<file path="config.mk">
export PLATFORM = sky130hd
export DESIGN_NAME = tklc_div
export DESIGN_NICKNAME = d
export VERILOG_FILES = /design/src/design/tklc_pkg.sv /design/src/design/tklc_div.sv
export SDC_FILE = /design/constraint.sdc
export NUM_CORES = 1
export LEC_CHECK = 0
export ABC_AREA = 1
export BUFFER_PORTS_ARGS = -buffer_cell sky130_fd_sc_hd__buf_2
export CAP_MARGIN = 20
export CORE_MARGIN = 3
export CORE_UTILIZATION = 55
export CTS_CLUSTER_DIAMETER = 200
export DETAILED_ROUTE_END_ITERATION = 7
export PLACE_DENSITY = 0.73
export REMOVE_ABC_BUFFERS = 1
export SYNTH_ARGS = -nofsm -noshare
export SYNTH_HDL_FRONTEND = slang
export SYNTH_SLANG_ARGS = --single-unit
</file>
<file path="constraint.sdc">
create_clock -name clk -period 9.3 [get_ports clk]
set_input_delay 1.86 -clock clk [delete_from_list [all_inputs] [get_ports clk]]
set_output_delay 1.86 -clock clk [all_outputs]
set_load 0.01 [all_outputs]
</file>
<file path="src/design/tklc_pkg.sv">
// Shared types and constants for the trajectory kinematic limit checker.
// No dependencies; imported by every module of the block.
package tklc_pkg;

  // One trajectory point as it enters the block.
  typedef struct packed {
    logic signed [31:0] rel_time;
    logic signed [31:0] speed;
    logic signed [31:0] accel;
    logic signed [31:0] curvature;
    logic               last_point;
  } tklc_in_t;

  // One trajectory verdict.
  typedef struct packed {
    logic       trajectory_ok;
    logic [5:0] violation_mask;
  } tklc_out_t;

  localparam int MASK_W = 6;

  // Violation mask bit positions
  localparam int V_SPEED     = 0;
  localparam int V_LON_ACCEL = 1;
  localparam int V_CURVATURE = 2;
  localparam int V_LON_JERK  = 3;
  localparam int V_LAT_ACCEL = 4;
  localparam int V_LAT_JERK  = 5;

  // Configuration register indexes
  localparam int CFG_IDX_W = 3;
  localparam logic [CFG_IDX_W-1:0] CFG_HORIZON   = 3'd0;
  localparam logic [CFG_IDX_W-1:0] CFG_SPEED     = 3'd1;
  localparam logic [CFG_IDX_W-1:0] CFG_LON_ACCEL = 3'd2;
  localparam logic [CFG_IDX_W-1:0] CFG_LON_JERK  = 3'd3;
  localparam logic [CFG_IDX_W-1:0] CFG_CURVATURE = 3'd4;
  localparam logic [CFG_IDX_W-1:0] CFG_LAT_ACCEL = 3'd5;
  localparam logic [CFG_IDX_W-1:0] CFG_LAT_JERK  = 3'd6;

  // Differences of two Q16.16 values carry one extra bit.
  localparam int DIFF_W = 33;
  localparam int Q_W    = 32;

  typedef struct packed {
    logic              start;
    logic [DIFF_W-1:0] dividend;
    logic [DIFF_W-1:0] divisor;
  } tklc_div_req_t;

  typedef struct packed {
    logic           done;
    logic [Q_W-1:0] quotient;
  } tklc_div_rsp_t;

endpackage

</file>
<file path="src/design/tklc_div.sv">
// Bit-serial signed rate divider: (diff * 65536) / dt, truncated, saturated to 32 bits.
// Depends on tklc_pkg for the request and response structs.
module tklc_div import tklc_pkg::*; (
  input  logic          clk,
  input  logic          rst_n,
  input  tklc_div_req_t req,
  output tklc_div_rsp_t rsp
);

  localparam int DivSteps = DIFF_W + 16;
  localparam int CntW     = $clog2(DivSteps);

  localparam logic [1:0] D_IDLE = 2'd0;
  localparam logic [1:0] D_RUN  = 2'd1;
  localparam logic [1:0] D_SAT  = 2'd2;

  logic [1:0]          st_r;
  logic [CntW-1:0]     cnt_r;
  logic [DIFF_W:0]     rem_r;
  logic [DivSteps-1:0] quo_r;
  logic [DIFF_W-1:0]   dsr_r;
  logic                neg_r;
  logic                done_r;
  logic [Q_W-1:0]      q_r;

  logic [DIFF_W-1:0] num_mag;
  logic [DIFF_W-1:0] den_mag;
  logic [DIFF_W:0]   shl;
  logic [DIFF_W+1:0] trial;
  logic              fit;
  logic              pos_big;
  logic              neg_big;
  logic [Q_W-1:0]    q_nxt;

  always_comb begin
    num_mag = req.dividend[DIFF_W-1] ? (~req.dividend + 1'b1) : req.dividend;
    den_mag = req.divisor[DIFF_W-1]  ? (~req.divisor + 1'b1)  : req.divisor;
    shl     = {rem_r[DIFF_W-1:0], quo_r[DivSteps-1]};
    trial   = {1'b0, shl} - {2'b00, dsr_r};
    fit     = ~trial[DIFF_W+1];
    pos_big = |quo_r[DivSteps-1:Q_W-1];
    neg_big = (|quo_r[DivSteps-1:Q_W]) | (quo_r[Q_W-1] & (|quo_r[Q_W-2:0]));
    if (neg_r) begin
      q_nxt = neg_big ? {1'b1, {(Q_W-1){1'b0}}} : (~quo_r[Q_W-1:0] + 1'b1);
    end else begin
      q_nxt = pos_big ? {1'b0, {(Q_W-1){1'b1}}} : quo_r[Q_W-1:0];
    end
  end

  always_ff @(posedge clk) begin
    if (!rst_n) begin
      st_r   <= D_IDLE;
      done_r <= 1'b0;
    end else begin
      done_r <= (st_r == D_SAT);
      unique case (st_r)
        D_IDLE: begin
          if (req.start) begin
            rem_r <= '0;
            quo_r <= {num_mag, 16'b0};
            dsr_r <= den_mag;
            neg_r <= req.dividend[DIFF_W-1] ^ req.divisor[DIFF_W-1];
            cnt_r <= '0;
            st_r  <= D_RUN;
          end
        end
        D_RUN: begin
          rem_r <= fit ? trial[DIFF_W:0] : shl;
          quo_r <= {quo_r[DivSteps-2:0], fit};
          cnt_r <= cnt_r + 1'b1;
          if (cnt_r == CntW'(DivSteps - 1)) begin
            st_r <= D_SAT;
          end
        end
        D_SAT: begin
          q_r  <= q_nxt;
          st_r <= D_IDLE;
        end
        default: st_r <= D_IDLE;
      endcase
    end
  end

  assign rsp.done     = done_r;
  assign rsp.quotient = q_r;

endmodule

</file>
==> impl_metrics.csv, run 1 <==
group,metric,value,unit
outcome,run_status,"finished, violations left",
outcome,violations,"design-rule violations",
floorplanning,io_pins,102,
drt,num_vias,10660,
placement,dpl.hpwl,22.16,mm
sta,slew_viol_final,0,
sta,fin_skew,0.01889,ns
cts,cts_hold_buf,0,
job,maxCapViolations,0,
pwr,p_per_area,157.1,mW/mm²
drt,ant_nets,0,
worst_hold_path,hold_start,"st_r[0]",
sta,finalCritPeriodShare,39.11,%
worst_setup_path,rr_startpoint,"st_r[0]",
sta,hold_viol_final,0,
synth,synth.distinct_cells,49,
cts,clockBufferDepth,2,
floorplanning,dieWidth,152.8,µm
cts,cts_tree,"done",
placement,port_buffers,101,
worst_setup_path,cp_slowest_cell,"a21oi_4",
drt,drtPass1Iterations,8,
worst_setup_path,slowest_delay,0.83,ns
synth,synth_edf_count,154,
worst_setup_path,worstRegToRegCells,5,
pwr,leakagePower,6.349,nW
synth,synth_warnings,0,
grt,antenna_found_initial,0,
sta,fmax,274.9,MHz
worst_hold_path,hold_path.class,"reg2reg",
drt,drtIter0Drc,1129,
worst_setup_path,path_class,"in2reg",
grt,grt_max_degree,59,
cts,cts_max_level,4,
synth,synth_seq_cells,157,
synth,ys.flop_type,"edfxtp_1",
floorplanning,rows,53,
drt,wl_per_cell,14.57,µm
grt,first_global_vias,9951,
worst_setup_path,crit_path_max_fanout,58,
floorplanning,die_y,152.8,µm
finish,syn2layout_area_growth,11.68,%
cts,post_cts_buffers,0,
synth,yosysSeqAreaShare,39.53,%
grt,grt_use_total,25.22,%
cts,cts-root-buf,"clkbuf_16",
worst_setup_path,cp.required,9.36,ns
finish,multi_input_comb_area,0.005963,mm²
worst_setup_path,crit_path_start,"req[66]",
floorplanning,design.die.area,0.02334,mm²
cts,ctsResizeCount,0,
sta,slew_headroom,30.54,%
sta,worst_hold_slack,0.4779,ns
cts,clk_pin_slew_worst_paths,0.07,ns
grt,grt_overflow,0,
cts,cts.sinks,157,
drt,wl,29.40,mm
cts,numCtsBuffers,17,
synth,syn_avg_cell_area,7.235,µm²
finish,antenna_cells,0,
drt,drc_errors,2,
worst_setup_path,path_cells,"buf_2 -> nand2_1 -> a21oi_4 -> buf_4",
pwr,vdd_drop_max,0.1084,mV
finish,fillCellCount,1940,
placement,place.gp.congestion,0.9563,
synth,synth_top_area_share,39.02,%
worst_setup_path,crit_path_end_kind,"register",
drt,post_drt_via_cell_ratio,5.282,
worst_hold_path,whs_path_depth,1,
cts,clock_latency,0.44,ns
sta,fin_crit,3.638,ns
finish,drive_gt1_share,11.24,%
synth,synthTopCellsByArea,"edfxtp_1 (39%), nand2_1 (15%), inv_1 (8.6%)",
synth,async_flop_share,0,%
finish,regArea,0.004684,mm²
pwr,total_power,2.079,mW
floorplanning,start_util,56.20,%
sta,tightest_slew,1.040,ns
worst_setup_path,crit_arrival,3.69,ns
finish,nets,1838,
synth,synthCells,1638,
sta,rsz0062_at_grt,"false",
synth,synth_area,0.01185,mm²
worst_setup_path,startpoint_type,"primary input",
synth,synth_top_cell_by_area,"edfxtp_1",
floorplanning,core_region_area,0.02109,mm²
grt,grt_pass1_wl,48.39,mm
sta,setup_viol,0,
sta,fin_tns_setup,0,ns
==> layout make-up <==
cell class | instances | area share, %
Tap cell | 275 | 2.600
Clock buffer | 17 | 3.214
Inverter | 279 | 7.950
Clock inverter | 15 | 1.683
Timing Repair Buffer | 106 | 4.103
Sequential cell | 157 | 35.39
Multi-Input combinational cell | 1169 | 45.06
==> power by group <==
| part | switching, mW | internal [mW] |
|---|---|---|
| combinational | 0.293 | 0.144 |
| clock | 0.320 | 0.460 |
| sequential | 0.0282 | 0.834 |
==> state kept, by name, summed over array words and instances, names as in the netlist <==
register  cells
rem_r        33
quo_r        49
cnt_r         6
q_r          32
neg_r         1
st_r          2
dsr_r        33
done_r        1
==> path summary, 6_finish.rpt <==
| path | end | slack, ns |
|---|---|---|
| worst max-delay path | rem_r[19] | 5.66 |
| worst min-delay path | done_r | 0.48 |
| worst max register to register | rem_r[19] | 5.98 |
| worst min register to register | done_r | 0.48 |
==> stage by stage <==
step	cells	utilization [%]	instance area [µm²]	setup slack (ns)
2_1_floorplan	1605	-	11680	0.5869
3_3_place_gp	1986	59.69	12590	5.258
3_5_place_dp	1986	59.69	12590	5.177
4_1_cts	2018	62.76	13240	5.625
5_1_grt	2018	62.76	13240	5.491
6_report	2018	62.76	13240	5.662
==> metal layers <==
metal	GRT usage, %	up-vias	routed length [µm]
li1	-	5382	-
met1	37.16	4894	13950
met2	40.23	361	13070
met3	3.465	23	2045
met4	5.134	0	331
met5	0	-	0
==> cells in the final DEF, fill, tap and decap left out, types with 9 or more instances in the layout <==
cell type,Yosys,layout
a21oi_1,21,20
nand2_2,9,9
xor2_1,74,74
nor3_1,14,14
inv_1,270,270
buf_2,7,101
o21ai_1,23,23
o21ai_0,78,78
nand4_1,26,26
ha_1,38,38
nor2_2,9,11
nand3b_1,23,23
nand3_1,93,93
edfxtp_1,154,154
xnor2_1,15,15
nand2_1,479,479
clkbuf_16,0,17
nor2_1,218,215
==> cell usage after synthesis (2+ instances only) <==
master,count
o21ai_0,78
nor3_1,14
nand3_2,3
nor3_4,2
nor2_1,218
o31ai_1,3
nand3_1,93
a31oi_1,3
a21oi_1,21
a21oi_2,2
buf_2,7
inv_2,7
o21ai_2,2
inv_1,270
dfxtp_1,3
nor4_1,3
nand3_4,2
nand3b_1,23
ha_1,38
nand2_1,479
edfxtp_1,154
or2_2,5
o21ai_1,23
nor2_4,6
nand4_1,26
clkbuf_1,16
xor2_1,74
nand2_2,9
buf_1,3
nor2_2,9
and2_1,4
inv_4,2
buf_6,5
xnor2_1,15
o211ai_1,2
==> critical path: cells and delay by family <==
family,cells,cell delay (ns)
compound gates,1,0.83
simple gates,1,0.10
buf+inv,2,0.86
==> kinds of logic (layout without fill, tap and decap cells) <==
kind of cell	after synthesis	after routing	synth area share [%]
AOI/OAI and AO/OA	137	137	6.123
buffers and inverters	312	417	10.36
xor gates and xnor gates	89	89	6.577
and+or+nand+nor	904	904	33.23
DFF	157	157	39.53
adders and majority gates	39	39	4.181
Note: power is estimated with default switching activity, not from simulation.
==> inputs of run 2 (changes only) <==
- clock period: 9.3 -> 3.8 ns (I/O delays scaled with it)
==> run 2 against run 1 <==
The run now ends clean. Critical path depth grew 10. Combinational power rose by 140%. Final cell count is essentially flat. Sequential share of layout area is 0.084 points higher. Register-to-register slack worse by 4.8 ns. Flip-flop and latch count is the same. Global-route usage hardly changed. Critical path type is now reg2reg. Critical endpoint is now rem_r[29]. Largest cell class unchanged. Largest power group unchanged.
==> impl_metrics.csv, run 2 (synthesis gave the netlist of run 1 again) <==
group,metric,value,unit
outcome,run_status,"finished, final reports clean",
pwr,switching_share,30.88,%
placement,place_area,0.01259,mm²
pwr,total_power,4.987,mW
worst_setup_path,rrSetupSlack,1.15,ns
sta,slew_headroom,36.30,%
grt,grt_max_degree,90,
placement,port_buffers,101,
finish,fillCellCount,1918,
finish,largest_reg_flops,49,
grt,antenna_found_initial,1,
finish,stdcell_area,0.01320,mm²
pwr,p_comb_share,21.5,%
floorplanning,die_y,152.8,µm
cts,cts_tree,"done",
cts,cts_max_level,4,
worst_hold_path,whs_path_depth,1,
drt,post_drt_via_cell_ratio,5.268,
worst_setup_path,rr_startpoint,"quo_r[48]",
drt,wl_per_cell,14.58,µm
pwr,p_seq_share,42.3,%
grt,grt_pass1_wl,48.16,mm
sta,hold_viol_final,0,
sta,setup_viol,0,
drt,drtIter0Drc,875,
worst_setup_path,slowest_delay,0.44,ns
placement,dpl.hpwl,22.21,mm
worst_setup_path,crit_path_end_kind,"register",
finish,mostFrequentLayoutCells,"nand2_1 (479), inv_1 (270), nor2_1 (215)",
drt,drc_errors,0,
floorplanning,rows,53,
floorplanning,dieWidth,152.8,µm
worst_setup_path,path_class,"reg2reg",
sta,tightest_slew,0.9544,ns
worst_setup_path,worstRegToRegCells,14,
sta,fin_crit,2.647,ns
placement,dp_cells,1985,
placement,post-place-ws,1.190,ns
finish,antenna_cells,0,
cts,cts-root-buf,"clkbuf_16",
cts,cts.sinks,157,
cts,cts_hold_buf,0,
pwr,vdd_drop_max,0.3157,mV
finish,nets,1837,
cts,clk_pin_slew_worst_paths,0.07,ns
cts,ctsResizeCount,0,
worst_setup_path,critPathTopFamily,"simple AND/OR/NAND/NOR gates",
drt,wl,29.41,mm
pwr,p_per_area,377.7,mW/mm²
worst_setup_path,cp.required,3.99,ns
worst_hold_path,min_to,"done_r",
worst_setup_path,r2r-end,"rem_r[29]",
floorplanning,io_pins,102,
placement,place.gp.congestion,0.9611,
floorplanning,core_region_area,0.02109,mm²
drt,ant_nets,0,
drt,num_vias,10630,
finish,regMostFlops,"quo_r",
worst_setup_path,cp_num_buf_inv,3,
sta,worst_hold_slack,0.5104,ns
cts,numCtsBuffers,17,
pwr,pwr-share-clk,36.2,%
finish,final_common_cell,"nand2_1",
finish,final_core_util,62.61,%
worst_setup_path,path_cells,"inv_1 -> ha_1 -> inv_1 -> fa_1 -> nand3_1 -> nand3_2 -> nand2_2 -> nand2_2 -> nand2_4 -> nand2_8 -> nand2_2 -> nand2_1 -> nand2_1 -> inv_1",
worst_setup_path,startpoint_type,"register",
sta,slew_viol_final,0,
drt,drtPass1Iterations,6,
finish,syn2layout_area_growth,11.41,%
cts,clock_latency,0.43,ns
finish,reg.largest.list,"quo_r x49, dsr_r x33, rem_r x33",
worst_setup_path,cp_slowest_cell,"fa_1",
pwr,leakagePower,6.324,nW
grt,grt_overflow,0,
floorplanning,design.die.area,0.02334,mm²
cts,post_cts_buffers,0,
sta,fin_tns_setup,0,ns
pwr,power.switching,1.540,mW
worst_hold_path,hold_path.class,"reg2reg",
worst_hold_path,hold_start,"st_r[0]",
grt,grt_use_total,25.25,%
floorplanning,start_util,56.20,%
sta,timing.final.ws_setup,1.153,ns
sta,fmax,377.8,MHz
worst_setup_path,crit_arrival,2.84,ns
worst_setup_path,crit_path_max_fanout,26,
finish,final_cell_count_no_fill,2017,
finish,drive_gt1_share,11.14,%
sta,finalCritPeriodShare,69.65,%
sta,fin_skew,0.01637,ns
cts,clockBufferDepth,2,
sta,rsz0062_at_grt,"false",
job,maxCapViolations,0,
worst_setup_path,crit_path_start,"quo_r[48]",
pwr,power.internal,3.447,mW
grt,first_global_vias,9854,
-- run 2: cell count changes in the layout (fill, tap and decap cells not counted), sizes merged --
cell and delta:
bufinv -1, inv -1, clkbuf +2, clkinvlp +2, clkinv -2, buf -1
-- run 2: how the worst max path moves through the flow --
| stage | depth (start not counted) | to | slack [ns] |
|---|---|---|---|
| floorplan | 6 | st_r[0] | -4.91 |
| global placement | 14 | rem_r[25] | 1.25 |
| detailed placement | 14 | rem_r[29] | 1.19 |
| CTS | 14 | rem_r[29] | 1.18 |
| global route | 14 | rem_r[29] | 0.94 |
| finish | 14 | rem_r[29] | 1.15 |
-- run 2: cell type report --
cell class | count | area (µm²) | area share [%]
Multi-Input combinational cell | 1169 | 5963 | 45.16
Tap cell | 275 | 344.1 | 2.606
Clock buffer | 19 | 432.9 | 3.279
Timing Repair Buffer | 105 | 548.0 | 4.150
Sequential cell | 157 | 4684 | 35.48
Clock inverter | 13 | 178.9 | 1.355
Inverter | 279 | 1052 | 7.969
-- run 2: metal layers --
metal / track usage [%] / vias up / wire length (µm)
li1: - / 5378 / -
met1: 37.60 / 4810 / 13920
met4: 7.976 / 2 / 637
met3: 3.948 / 52 / 2087
met2: 38.06 / 383 / 12740
met5: 0 / - / 13
-- run 2: power by group through the flow --
stage          sequential, mW  clock (mW)  combinational, mW
2_1_floorplan            2.13           0              0.765
3_3_place_gp             2.14           0               1.04
3_5_place_dp             2.14           0               1.05
4_1_cts                  2.11        1.83               1.06
5_1_grt                  2.12        1.90               1.22
6_report                 2.11        1.81               1.07
==> inputs of run 3 (changes only) <==
- PLACE_DENSITY: 0.73 -> 0.76
- clock period: 3.8 -> 2.3 ns (I/O delays scaled with it)
==> run 3 against run 2 <==
Fmax grew 17%. Sequential power grew 66%. Register-to-register slack lost 1.1 ns. Non-clock buffer count grew 56. Critical path type unchanged. Largest power group unchanged.
==> impl_metrics.csv, run 3 (synthesis gave the netlist of run 1 again) <==
group,metric,value,unit
outcome,run_status,"finished, final reports clean",
floorplanning,design.die.area,0.02334,mm²
worst_setup_path,r2r-end,"rem_r[15]",
floorplanning,die_y,152.8,µm
sta,fin_tns_setup,0,ns
floorplanning,dieWidth,152.8,µm
sta,worst_hold_slack,0.2524,ns
placement,dpl.hpwl,23.41,mm
cts,numCtsBuffers,17,
drt,drtPass1Iterations,6,
worst_setup_path,path_class,"reg2reg",
worst_setup_path,crit_arrival,2.46,ns
cts,cts-root-buf,"clkbuf_16",
worst_setup_path,cp.required,2.51,ns
grt,antenna_found_initial,1,
sta,setup_viol,0,
floorplanning,start_util,56.20,%
sta,fin_skew,0.01800,ns
drt,wl,31.71,mm
worst_setup_path,rrSetupSlack,0.04,ns
cts,clock_latency,0.45,ns
drt,ant_nets,0,
finish,final_core_util,66.90,%
drt,post_drt_via_cell_ratio,5.396,
finish,stdcell_area,0.01411,mm²
grt,grt_pass1_wl,49.97,mm
finish,antenna_cells,0,
cts,clk_pin_slew_worst_paths,0.07,ns
worst_setup_path,startpoint_type,"register",
drt,num_vias,11200,
worst_setup_path,crit_path_end_kind,"register",
sta,finalCritPeriodShare,98.08,%
finish,mostFrequentLayoutCells,"nand2_1 (457), inv_1 (265), nor2_1 (194)",
drt,drc_errors,0,
finish,regMostFlops,"quo_r",
cts,cts.sinks,157,
placement,port_buffers,101,
drt,wl_per_cell,15.28,µm
grt,first_global_vias,10200,
sta,fin_crit,2.256,ns
grt,grt_max_degree,78,
sta,hold_viol_final,0,
grt,grt_overflow,0,
cts,clockBufferDepth,2,
sta,rsz0062_at_grt,"true",
cts,cts_tree,"done",
pwr,vdd_drop_max,0.5455,mV
pwr,leakagePower,6.638,nW
sta,tightest_slew,0.6039,ns
cts,cts_hold_buf,0,
worst_hold_path,min_to,"dsr_r[0]",
job,maxCapViolations,0,
placement,post-place-ws,-0.1081,ns
worst_setup_path,crit_path_max_fanout,17,
finish,reg.largest.list,"quo_r x49, dsr_r x33, rem_r x33",
worst_hold_path,hold_start,"req[0]",
placement,dp_cells,2033,
grt,grt_use_total,26.10,%
worst_hold_path,hold_path.class,"in2reg",
worst_setup_path,worstRegToRegCells,13,
sta,fmax,443.3,MHz
sta,timing.final.ws_setup,0.04412,ns
cts,cts_max_level,4,
placement,place_area,0.01300,mm²
sta,slew_viol_final,0,
worst_hold_path,whs_path_depth,1,
placement,place.gp.congestion,0.9914,
finish,largest_reg_flops,49,
floorplanning,core_region_area,0.02109,mm²
finish,drive_gt1_share,18.17,%
drt,drtIter0Drc,1293,
finish,final_common_cell,"nand2_1",
pwr,p_per_area,602.7,mW/mm²
pwr,total_power,8.503,mW
finish,final_cell_count_no_fill,2075,
floorplanning,rows,53,
floorplanning,io_pins,102,
finish,syn2layout_area_growth,19.05,%
finish,nets,1895,
sta,slew_headroom,59.65,%
worst_setup_path,rr_startpoint,"dsr_r[25]",
run 3: cell count changes in the layout (fill, tap and decap cells not counted), sizes merged:
| cell | previous run | this run |
|---|---|---|
| buf | 105 | 161 |
| bufinv | 3 | 1 |
| clkbuf | 19 | 18 |
| clkinv | 1 | 4 |
| clkinvlp | 3 | 1 |
| inv | 285 | 287 |
| nand2 | 490 | 492 |
run 3: layout make-up:
| class | instances | area, µm² |
|---|---|---|
| fillers | 1724 | 6979 |
| multi-input cells | 1171 | 6376 |
| flip-flops and latches | 157 | 4684 |
| inverters | 279 | 1055 |
| repair buffers | 161 | 1047 |
| clock buffers | 18 | 429.2 |
| well taps | 275 | 344.1 |
| clock inverters | 14 | 172.7 |
run 3: critical path: stages, from the launching register on:
cell and delay (ns):
edfxtp_1 0.36, inv_1 0.17, ha_4 0.25, nand2_2 0.12, inv_2 0.04, nand2_1 0.06
nand2_1 0.09, a21oi_2 0.21, nor2_4 0.07, nor2_8 0.19, buf_12 0.19, nand3b_1 0.13
nand2_1 0.08, nor2_1 0.04
run 3: report_power, final:
| group | switching (mW) | internal, mW |
|---|---|---|
| sequential | 0.126 | 3.37 |
| clock | 1.34 | 1.56 |
| combinational | 1.33 | 0.775 |
| total | 2.80 | 5.70 |
run 3: timing repair:
item | in CTS | in global routing
setup buffers | 0 | 8
setup endpoints to repair | 27 | 33
cloned | 0 | 2
pin swaps | 0 | 14
gates resized for setup | 5 | 92
run 3: how the worst max path moves through the flow:
| stage | startpoint | endpoint | slack, ns | cells after the start |
|---|---|---|---|---|
| 2_1_floorplan | st_r[0] | st_r[0] | -6.41 | 6 |
| 3_3_place_gp | rem_r[4] | rem_r[25] | -0.07 | 10 |
| 3_5_place_dp | quo_r[48] | rem_r[28] | -0.11 | 16 |
| 4_1_cts | quo_r[48] | rem_r[15] | 0.003 | 13 |
| 5_1_grt | quo_r[48] | rem_r[28] | -0.05 | 16 |
| 6_report | dsr_r[25] | rem_r[15] | 0.04 | 13 |
run 3: per-layer routing:
layer / share of wire [%] / track usage, % / routed length, µm
met1: 44 / 37.71 / 14030
met2: 45 / 39.49 / 14210
met3: 8.7 / 6.106 / 2774
met4: 2.2 / 7.594 / 689
met5: 0.032 / 0 / 10
